--- src/rtl/core/potential_field_force_sum_defines.svh ---
// assertion macros for the potential field force sum block
`ifndef POTENTIAL_FIELD_FORCE_SUM_DEFINES_SVH
`define POTENTIAL_FIELD_FORCE_SUM_DEFINES_SVH

`ifndef NO_ASSERTIONS
`define PFFS_ASSERT(lbl, prop) \
	lbl: assert property (@(posedge clk) disable iff (!arst_n) prop) \
		else $error("pffs assertion failed");
`define PFFS_ASSERT_NEXT(lbl, ante, cons) \
	lbl: assert property (@(posedge clk) disable iff (!arst_n) (ante) |=> (cons)) \
		else $error("pffs assertion failed");
`else
`define PFFS_ASSERT(lbl, prop)
`define PFFS_ASSERT_NEXT(lbl, ante, cons)
`endif

`endif

--- src/rtl/core/pffs_pkg.sv ---
// shared types and constants of the potential field force sum block
package pffs_pkg;

	localparam int W = 96;
	localparam int CNT_W = 6;
	localparam int DIV_ITERS = 32;
	localparam int SQRT_ITERS = 35;
	localparam int SQ_ONE_BIT = 68;
	localparam int NEAR_ZERO = 65;

	typedef enum logic [1:0] {
		OP_MUL,
		OP_DIV,
		OP_SQRT
	} unit_op_t;

	typedef struct packed {
		logic busy;
		logic done;
	} unit_stat_t;

	typedef enum logic [1:0] {
		S_IDLE,
		S_ISSUE,
		S_WAIT,
		S_FIN
	} fsm_t;

	typedef enum logic [3:0] {
		ST_SQX,
		ST_SQY,
		ST_SQZ,
		ST_ROOT,
		ST_UX,
		ST_UY,
		ST_UZ,
		ST_DEN,
		ST_QM,
		ST_KM,
		ST_FX,
		ST_FY,
		ST_FZ
	} step_t;

endpackage

--- src/rtl/core/pffs_unit.sv ---
// shared bit-serial multiply, divide and square root unit
module pffs_unit import pffs_pkg::*; (
	input  logic         clk,
	input  logic         arst_n,
	input  logic         start,
	input  unit_op_t     op,
	input  logic [W-1:0] opa,
	input  logic [W-1:0] opb,
	output unit_stat_t   stat,
	output logic [W-1:0] res
);

	localparam logic [W-1:0] SQ_ONE = W'(1) << SQ_ONE_BIT;

	logic             busy_q;
	logic             done_q;
	unit_op_t         op_q;
	logic [CNT_W-1:0] cnt_q;
	logic [W-1:0]     acc_q;
	logic [W-1:0]     a_q;
	logic [W-1:0]     b_q;
	logic [W-1:0]     c_q;

	logic [W-1:0] add_sum;
	logic [W-1:0] trial;
	logic         sq_ge;
	logic [W-1:0] sq_diff;
	logic         div_ge;
	logic [W-1:0] div_diff;
	logic         last_iter;

	assign add_sum   = acc_q + a_q;
	assign trial     = c_q + a_q;
	assign sq_ge     = acc_q >= trial;
	assign sq_diff   = acc_q - trial;
	assign div_ge    = acc_q >= a_q;
	assign div_diff  = acc_q - a_q;
	assign last_iter = (op_q == OP_MUL) ? (b_q == '0) : (cnt_q == '0);

	always_ff @(posedge clk or negedge arst_n) begin
		if (!arst_n) begin
			busy_q <= 1'b0;
			done_q <= 1'b0;
			op_q   <= OP_MUL;
			cnt_q  <= '0;
		end else begin
			done_q <= 1'b0;
			if (start) begin
				busy_q <= 1'b1;
				op_q   <= op;
				cnt_q  <= (op == OP_SQRT) ? CNT_W'(SQRT_ITERS - 1) : CNT_W'(DIV_ITERS - 1);
			end else if (busy_q) begin
				if (last_iter) begin
					busy_q <= 1'b0;
					done_q <= 1'b1;
				end
				if (cnt_q != '0) begin
					cnt_q <= cnt_q - 1'b1;
				end
			end
		end
	end

	always_ff @(posedge clk) begin
		if (start) begin
			case (op)
				OP_MUL: begin
					acc_q <= '0;
					a_q   <= opa;
					b_q   <= opb;
				end
				OP_DIV: begin
					acc_q <= opa;
					a_q   <= opb << (DIV_ITERS - 1);
					b_q   <= '0;
				end
				default: begin
					acc_q <= opa;
					a_q   <= SQ_ONE;
					c_q   <= '0;
				end
			endcase
		end else if (busy_q && !(op_q == OP_MUL && b_q == '0)) begin
			case (op_q)
				OP_MUL: begin
					if (b_q[0]) begin
						acc_q <= add_sum;
					end
					a_q <= a_q << 1;
					b_q <= b_q >> 1;
				end
				OP_DIV: begin
					if (div_ge) begin
						acc_q <= div_diff;
					end
					b_q <= {b_q[W-2:0], div_ge};
					a_q <= a_q >> 1;
				end
				default: begin
					if (sq_ge) begin
						acc_q <= sq_diff;
						c_q   <= (c_q >> 1) + a_q;
					end else begin
						c_q <= c_q >> 1;
					end
					a_q <= a_q >> 2;
				end
			endcase
		end
	end

	always_comb begin
		case (op_q)
			OP_DIV:  res = b_q;
			OP_SQRT: res = c_q;
			default: res = acc_q;
		endcase
	end

	assign stat.busy = busy_q;
	assign stat.done = done_q;

endmodule

--- src/rtl/core/potential_field_force_sum.sv ---
// top level of the potential field force sum block
// Takes one object per input transaction on the s_ channel: robot reference
// point, object position, gain and threshold in s_tdata, the repulsive flag
// in s_tuser and the end-of-batch mark in s_tlast. Each object is worked
// through one shared bit-serial unit (multiply, divide, square root) under a
// step sequencer; s_tready is high only while that sequencer is idle.
// An object's time is set by the 35-step square root, the 32-step divisions
// and the shift-add multiplies of the shared unit, whose length follows the
// bit length of the second operand; a repulsive object inside its threshold
// takes longer than an attractive one, and an object too close to the
// reference point leaves after the square root.
// On an object marked last the saturated force sum goes to an output
// register and is offered on the m_ channel as one transaction once the
// sequencer is in its finish state and the output register is free, and the
// sums are cleared. A new object is taken while that result waits; a second
// result waits in the final step until m_tready takes the first.
// Reset clears the sums, the sequencer and m_tvalid.
`include "potential_field_force_sum_defines.svh"

module potential_field_force_sum import pffs_pkg::*; (
	input  logic         clk,
	input  logic         arst_n,
	input  logic         s_tvalid,
	output logic         s_tready,
	input  logic [255:0] s_tdata,  // ref_x, ref_y, ref_z, obj_x, obj_y, obj_z, field_gain,
	                               // threshold_dist, zero pad
	input  logic         s_tuser,  // is_repulsive
	input  logic         s_tlast,
	output logic         m_tvalid,
	input  logic         m_tready,
	output logic [95:0]  m_tdata   // force_x, force_y, force_z
);

	fsm_t  state_q, state_d;
	step_t step_q, step_d;

	logic signed [32:0] v_q [3];
	logic signed [31:0] gain_q;
	logic [30:0]        th_q;
	logic               rep_q;
	logic               last_q;
	logic [65:0]        sumsq_q;
	logic [32:0]        d_q;
	logic [30:0]        umag_q [3];
	logic [61:0]        den_q;
	logic [31:0]        qm_q;
	logic [41:0]        c_mag_q;
	logic               c_neg_q;
	logic signed [47:0] acc_q [3];
	logic               m_tvalid_q;
	logic [95:0]        m_tdata_q;

	logic         start;
	unit_op_t     op;
	logic [W-1:0] opa;
	logic [W-1:0] opb;
	unit_stat_t   stat;
	logic [W-1:0] res;

	logic [1:0]         idx;
	logic [32:0]        vmag;
	logic [31:0]        gmag;
	logic [74:0]        rnd;
	logic [41:0]        mterm;
	logic               tneg;
	logic signed [42:0] term;
	logic signed [48:0] sum49;
	logic signed [47:0] acc_new;
	logic [57:0]        km_rnd;
	logic               out_free;
	logic               emit;
	logic [31:0]        sat [3];

	pffs_unit u_unit (
		.clk    (clk),
		.arst_n (arst_n),
		.start  (start),
		.op     (op),
		.opa    (opa),
		.opb    (opb),
		.stat   (stat),
		.res    (res)
	);

	assign s_tready = (state_q == S_IDLE);
	assign out_free = !m_tvalid_q || m_tready;
	assign emit     = (state_q == S_FIN) && last_q && out_free;
	assign m_tvalid = m_tvalid_q;
	assign m_tdata  = m_tdata_q;

	always_comb begin
		case (step_q)
			ST_SQY, ST_UY, ST_FY: idx = 2'd1;
			ST_SQZ, ST_UZ, ST_FZ: idx = 2'd2;
			default:              idx = 2'd0;
		endcase
		vmag = v_q[idx][32] ? 33'(-v_q[idx]) : 33'(v_q[idx]);
		gmag = gain_q[31] ? 32'(-gain_q) : 32'(gain_q);
		rnd     = res[74:0] + {45'd0, 1'b1, 29'd0};
		mterm   = rnd[71:30];
		tneg    = c_neg_q ^ v_q[idx][32];
		term    = tneg ? -$signed({1'b0, mterm}) : $signed({1'b0, mterm});
		sum49   = {acc_q[idx][47], acc_q[idx]} + {{6{term[42]}}, term};
		if (sum49[48] != sum49[47]) begin
			acc_new = sum49[48] ? {1'b1, 47'd0} : {1'b0, {47{1'b1}}};
		end else begin
			acc_new = sum49[47:0];
		end
		km_rnd = res[57:0] + {42'd0, 1'b1, 15'd0};
		for (int i = 0; i < 3; i++) begin
			if (acc_q[i][47:31] != {17{acc_q[i][47]}}) begin
				sat[i] = acc_q[i][47] ? 32'h8000_0000 : 32'h7fff_ffff;
			end else begin
				sat[i] = acc_q[i][31:0];
			end
		end
	end

	always_ff @(posedge clk or negedge arst_n) begin
		if (!arst_n) begin
			state_q <= S_IDLE;
			step_q  <= ST_SQX;
		end else begin
			state_q <= state_d;
			step_q  <= step_d;
		end
	end

	always_comb begin
		state_d = state_q;
		step_d  = step_q;
		start   = 1'b0;
		op      = OP_MUL;
		opa     = '0;
		opb     = '0;
		case (state_q)
			S_IDLE: begin
				if (s_tvalid) begin
					state_d = S_ISSUE;
					step_d  = ST_SQX;
				end
			end
			S_ISSUE: begin
				start   = 1'b1;
				state_d = S_WAIT;
				case (step_q)
					ST_SQX, ST_SQY, ST_SQZ: begin
						op  = OP_MUL;
						opa = W'(vmag);
						opb = W'(vmag);
					end
					ST_ROOT: begin
						op  = OP_SQRT;
						opa = W'(sumsq_q);
					end
					ST_UX, ST_UY, ST_UZ: begin
						op  = OP_DIV;
						opa = W'(vmag) << 30;
						opb = W'(d_q);
					end
					ST_DEN: begin
						op  = OP_MUL;
						opa = W'(th_q);
						opb = W'(d_q);
					end
					ST_QM: begin
						op  = OP_DIV;
						opa = (W'(th_q) - W'(d_q)) << 32;
						opb = W'(den_q);
					end
					ST_KM: begin
						op  = OP_MUL;
						opa = W'(gmag);
						opb = W'(qm_q);
					end
					default: begin
						op  = OP_MUL;
						opa = W'(c_mag_q);
						opb = W'(umag_q[idx]);
					end
				endcase
			end
			S_WAIT: begin
				if (stat.done) begin
					state_d = S_ISSUE;
					case (step_q)
						ST_SQX: step_d = ST_SQY;
						ST_SQY: step_d = ST_SQZ;
						ST_SQZ: step_d = ST_ROOT;
						ST_ROOT: begin
							if (res <= W'(NEAR_ZERO)) begin
								state_d = S_FIN;
							end else begin
								step_d = ST_UX;
							end
						end
						ST_UX: step_d = ST_UY;
						ST_UY: step_d = ST_UZ;
						ST_UZ: begin
							if (!rep_q) begin
								step_d = ST_FX;
							end else if (d_q >= {2'b00, th_q}) begin
								state_d = S_FIN;
							end else begin
								step_d = ST_DEN;
							end
						end
						ST_DEN: step_d = ST_QM;
						ST_QM:  step_d = ST_KM;
						ST_KM:  step_d = ST_FX;
						ST_FX:  step_d = ST_FY;
						ST_FY:  step_d = ST_FZ;
						default: state_d = S_FIN;
					endcase
				end
			end
			default: begin
				if (!last_q || out_free) begin
					state_d = S_IDLE;
				end
			end
		endcase
	end

	always_ff @(posedge clk) begin
		if (s_tvalid && s_tready) begin
			v_q[0]  <= $signed({s_tdata[127], s_tdata[127:96]})
			           - $signed({s_tdata[31], s_tdata[31:0]});
			v_q[1]  <= $signed({s_tdata[159], s_tdata[159:128]})
			           - $signed({s_tdata[63], s_tdata[63:32]});
			v_q[2]  <= $signed({s_tdata[191], s_tdata[191:160]})
			           - $signed({s_tdata[95], s_tdata[95:64]});
			gain_q  <= s_tdata[223:192];
			th_q    <= s_tdata[254:224];
			rep_q   <= s_tuser;
			last_q  <= s_tlast;
			sumsq_q <= '0;
		end
		if (state_q == S_WAIT && stat.done) begin
			case (step_q)
				ST_SQX, ST_SQY, ST_SQZ: sumsq_q <= sumsq_q + res[65:0];
				ST_ROOT: d_q <= res[32:0];
				ST_UX, ST_UY: umag_q[idx] <= res[30:0];
				ST_UZ: begin
					umag_q[idx] <= res[30:0];
					c_mag_q     <= {10'd0, gmag};
					c_neg_q     <= gain_q[31];
				end
				ST_DEN: den_q <= res[61:0];
				ST_QM:  qm_q  <= res[31:0];
				ST_KM: begin
					c_mag_q <= km_rnd[57:16];
					c_neg_q <= !gain_q[31];
				end
				default: ;
			endcase
		end
		if (emit) begin
			m_tdata_q <= {sat[2], sat[1], sat[0]};
		end
	end

	always_ff @(posedge clk or negedge arst_n) begin
		if (!arst_n) begin
			for (int i = 0; i < 3; i++) begin
				acc_q[i] <= '0;
			end
			m_tvalid_q <= 1'b0;
		end else begin
			if (state_q == S_WAIT && stat.done
			    && (step_q == ST_FX || step_q == ST_FY || step_q == ST_FZ)) begin
				acc_q[idx] <= acc_new;
			end
			if (emit) begin
				for (int i = 0; i < 3; i++) begin
					acc_q[i] <= '0;
				end
				m_tvalid_q <= 1'b1;
			end else if (m_tready) begin
				m_tvalid_q <= 1'b0;
			end
		end
	end

	`PFFS_ASSERT(a_unit_idle_when_ready, s_tready |-> !stat.busy)
	`PFFS_ASSERT(a_done_only_waiting, stat.done |-> state_q == S_WAIT)
	`PFFS_ASSERT_NEXT(a_issue_starts_unit, state_q == S_ISSUE, stat.busy)
	`PFFS_ASSERT(a_result_from_last, $rose(m_tvalid) |-> $past(state_q == S_FIN && last_q))

endmodule

--- config.mk ---
export PLATFORM = sky130hd
export DESIGN_NAME = potential_field_force_sum
export DESIGN_NICKNAME = d
export VERILOG_FILES = /design/src/rtl/core/pffs_pkg.sv /design/src/rtl/core/pffs_unit.sv /design/src/rtl/core/potential_field_force_sum.sv
export VERILOG_INCLUDE_DIRS = /design/src /design/src/rtl/core
export SDC_FILE = /design/constraint.sdc
export NUM_CORES = 2
export LEC_CHECK = 0
export BUFFER_PORTS_ARGS = -buffer_cell sky130_fd_sc_hd__buf_2
export CAP_MARGIN = 20
export CORE_UTILIZATION = 25
export DETAILED_ROUTE_END_ITERATION = 7
export HOLD_SLACK_MARGIN = 0.15
export SLEW_MARGIN = 20
export SYNTH_ARGS = -nofsm -noshare
export SYNTH_HDL_FRONTEND = slang
export SYNTH_HIERARCHICAL = 1
export SYNTH_SLANG_ARGS = --single-unit
export TNS_END_PERCENT = 20
--- constraint.sdc ---
create_clock -name clk -period 12.99 [get_ports clk]
set_input_delay 0.6495 -clock clk [delete_from_list [all_inputs] [get_ports clk]]
set_output_delay 0.6495 -clock clk [all_outputs]
set_load 0.03 [all_outputs]
==> summary.md <==
| Metric | Value |
|---|---|
| Outcome | `complete, no violations` |
| Final wirelength | `about 430000 um` |
| WP buf/inv | `2` |
| H-tree depth | `3` |
| Worst Setup Start Kind | `flop` |
| Final slew viol count | `0` |
| Multi-input logic area | `between 0.06 and 0.07 mm2` |
| Crit share post-route | `0.7376` |
| Ratio of cells with drive above 1 in the final layout | `0.07974` |
| Hold Path Class | `in -> reg` |
| Pwr Density | `between 200 and 250 mW/mm2` |
| Vias | `between 90000 and 100k` |
| Io pins | `360` |
| HPWL Detailed | `about 340000 um` |
| Drt pass-1 iters | `8` |
| CTS Buffer Depth | `3` |
| Vias per cell | `5.575` |
| Initial core utilization | `0.2512` |
| NetSw | `approximately 12 mW` |
| Root Buffer | `clkbuf_16` |
| Worst-Skew Late Latency | `~0.80 ns` |
| Final min period | `9.581 ns` |
| Largest stage delay on the critical path | `0.82 ns` |
| Commonest cells after routing, fill and taps aside | `1153 x a21oi_1, 1013 x nand2_1, 937 x nor2_1` |
| Routed len/inst | `between 20 and 30 um` |
| Clock Power Share | `0.156` |
| Number of fill cells in the layout | `42250` |
| Internal power | `roughly 12 mW` |
| CTS sink cnt | `between 1000 and 1500` |
| DIE HEIGHT | `about 630 um` |
| Crit path DAT | `roughly 10 ns` |
| Worst slew margin | `0.1345` |
| Endpoints failing hold | `0` |
| CTS tree | `built` |
| CP top delay family | `compound AO/OA/AOI/OAI gates` |
| Die ar. | `about 0.4 mm2` |
| Reg power frac | `0.238` |
| Lkg Pwr | `around 43 nW` |
| Average cell area after synthesis | `8.423 um2` |
| RSZ-0062 raised after global routing | `false` |
| Row count | `roughly 230` |
| Die Span X | `632.5 um` |
| Drt drc | `0` |
| Switching Fraction | `0.5143` |
| Routability cong. | `1.000` |
| Post-CTS sizing | `0` |
| Worst-margin pin slew | `around 1.3 ns` |
| Seq. cell area | `0.03259 mm2` |
| First-pass GRT wire length | `~600000 um` |
| CP max FO | `between 40 and 50` |
| Most common cell after layout, fill and taps aside | `a21oi_1` |
| Setup TNS | `0 ns` |
| Vias in the first global route | `about 90000` |
| Top cell by count, worst path | `a21oi_1` |
| Peak Freq | `104.4 MHz` |
| Num CTS Buffers | `around 120` |
| DR iter-0 viols | `11910` |
| Placed cell areas | `0.1070 mm2` |
| Syn-to-layout area delta | `12.54%` |
| Max Cap Viol | `0` |
| Cell count after synthesis | `around 12000` |
| Crit end category | `flop` |
| Post-synthesis cell area | `a little under 0.1 mm2` |
| Nets | `about 13000` |
| Slowest-stage cell, CP | `o221a_4` |
| Core area | `~0.40 mm2` |
| Maximum number of pins on one net before global-route repair | `about 110` |
| Logic gate share of total power | `0.606` |
| GRT overflow | `0` |
| YS warnings | `6` |
| Max IR drop VDD | `roughly 0.00013 V` |
| Clock skew | `between 0.06 and 0.07 ns` |
| WP data required | `~13 ns` |
| Setup Viol. Count Final | `0` |
| Port-buffer cells | `roughly 360` |
| Final ANT Viol Nets | `0` |
| Total GRT Usage | `0.2048` |
| Finished Cell Area | `0.1119 mm2` |
| Initial antenna violation count | `27` |
| Clk slew on worst S/H paths | `0.07 ns` |
| Crit Path Class | `reg -> reg` |
## per-layer routing
layer | global-route usage | vias up | routed length, um
met5 | 0.002778 | - | 218
met4 | 0.06592 | 14 | 16180
met3 | 0.04411 | 667 | 39420
met2 | 0.3157 | 4360 | 189500
met1 | 0.2828 | 46880 | 188800
li1 | - | 44140 | -
## repair_timing
item / 4_1_cts / 5_1_grt
hold endpoints to repair: 155 / 0
hold buffers: 66 / 0
setup buffers: 0 / 0
## state kept, by name (all words and copies together), names as in the netlist, 4 cells and up
register / flops
sumsq_q: 66
u_unit/b_q: 96
v_q: 99
m_tdata: 96
th_q: 31
den_q: 62
umag_q: 93
u_unit/acc_q: 96
u_unit/a_q: 96
d_q: 33
u_unit/c_q: 96
u_unit/cnt_q: 6
qm_q: 32
gain_q: 32
acc_q: 144
c_mag_q: 42
step_q: 4
## metrics by stage
| stage | std cells | setup WS, ns | util | hold slack [ns] | power, mW |
|---|---|---|---|---|---|
| final | 17230 | 3.409 | 0.2827 | 0.2552 | 23.86 |
| after floorplan | 11840 | 1.098 | - | 0.3539 | 14.70 |
| after global placement | 16920 | 3.778 | 0.2704 | 0.4770 | 19.64 |
| after CTS | 17220 | 3.637 | 0.2824 | 0.2143 | 23.44 |
| after detailed placement | 16920 | 3.685 | 0.2704 | 0.4864 | 19.64 |
| after global routing | 17220 | 2.877 | 0.2826 | 0.2519 | 24.96 |
## power groups by stage
stage / Clock [mW] / Sequential (mW) / Combinational [mW]
3_3_place_gp: 0 / 5.73 / 13.9
5_1_grt: 3.90 / 5.68 / 15.4
2_1_floorplan: 0 / 5.33 / 9.38
3_5_place_dp: 0 / 5.73 / 13.9
4_1_cts: 3.78 / 5.66 / 14.0
6_report: 3.73 / 5.67 / 14.5
## worst min-delay path: cells and delay by family
kind,cells,cell delay (ns)
AND/OR/NAND/NOR,2,0.22
buffers and inverters,1,0.10
## cell type report
cell class | count | area share
Inverter | 624 | 0.02101
Sequential cell | 1134 | 0.2913
Timing Repair Buffer | 619 | 0.03556
Clock buffer | 144 | 0.02811
Clock inverter | 83 | 0.008691
Multi-Input combinational cell | 9372 | 0.5564
Antenna cell | 13 | 0.0002908
Tap cell | 5242 | 0.05863
## path summary, 6_finish.rpt
kind / startpoint / endpoint / slack [ns] / cells after the start
max: u_unit/a_q[1] / u_unit/acc_q[93] / 3.41 / 26
min: m_tready / m_tvalid / 0.26 / 3
max reg2reg: u_unit/a_q[1] / u_unit/acc_q[93] / 3.41 / 26
min reg2reg: sumsq_q[8] / sumsq_q[8] / 0.50 / 2
max in group asynchronous: arst_n / acc_q[59] / 10.88 / 3
min in group asynchronous: arst_n / acc_q[120] / 0.59 / 2
No activity file was read; power rests on OpenSTA's default activity.
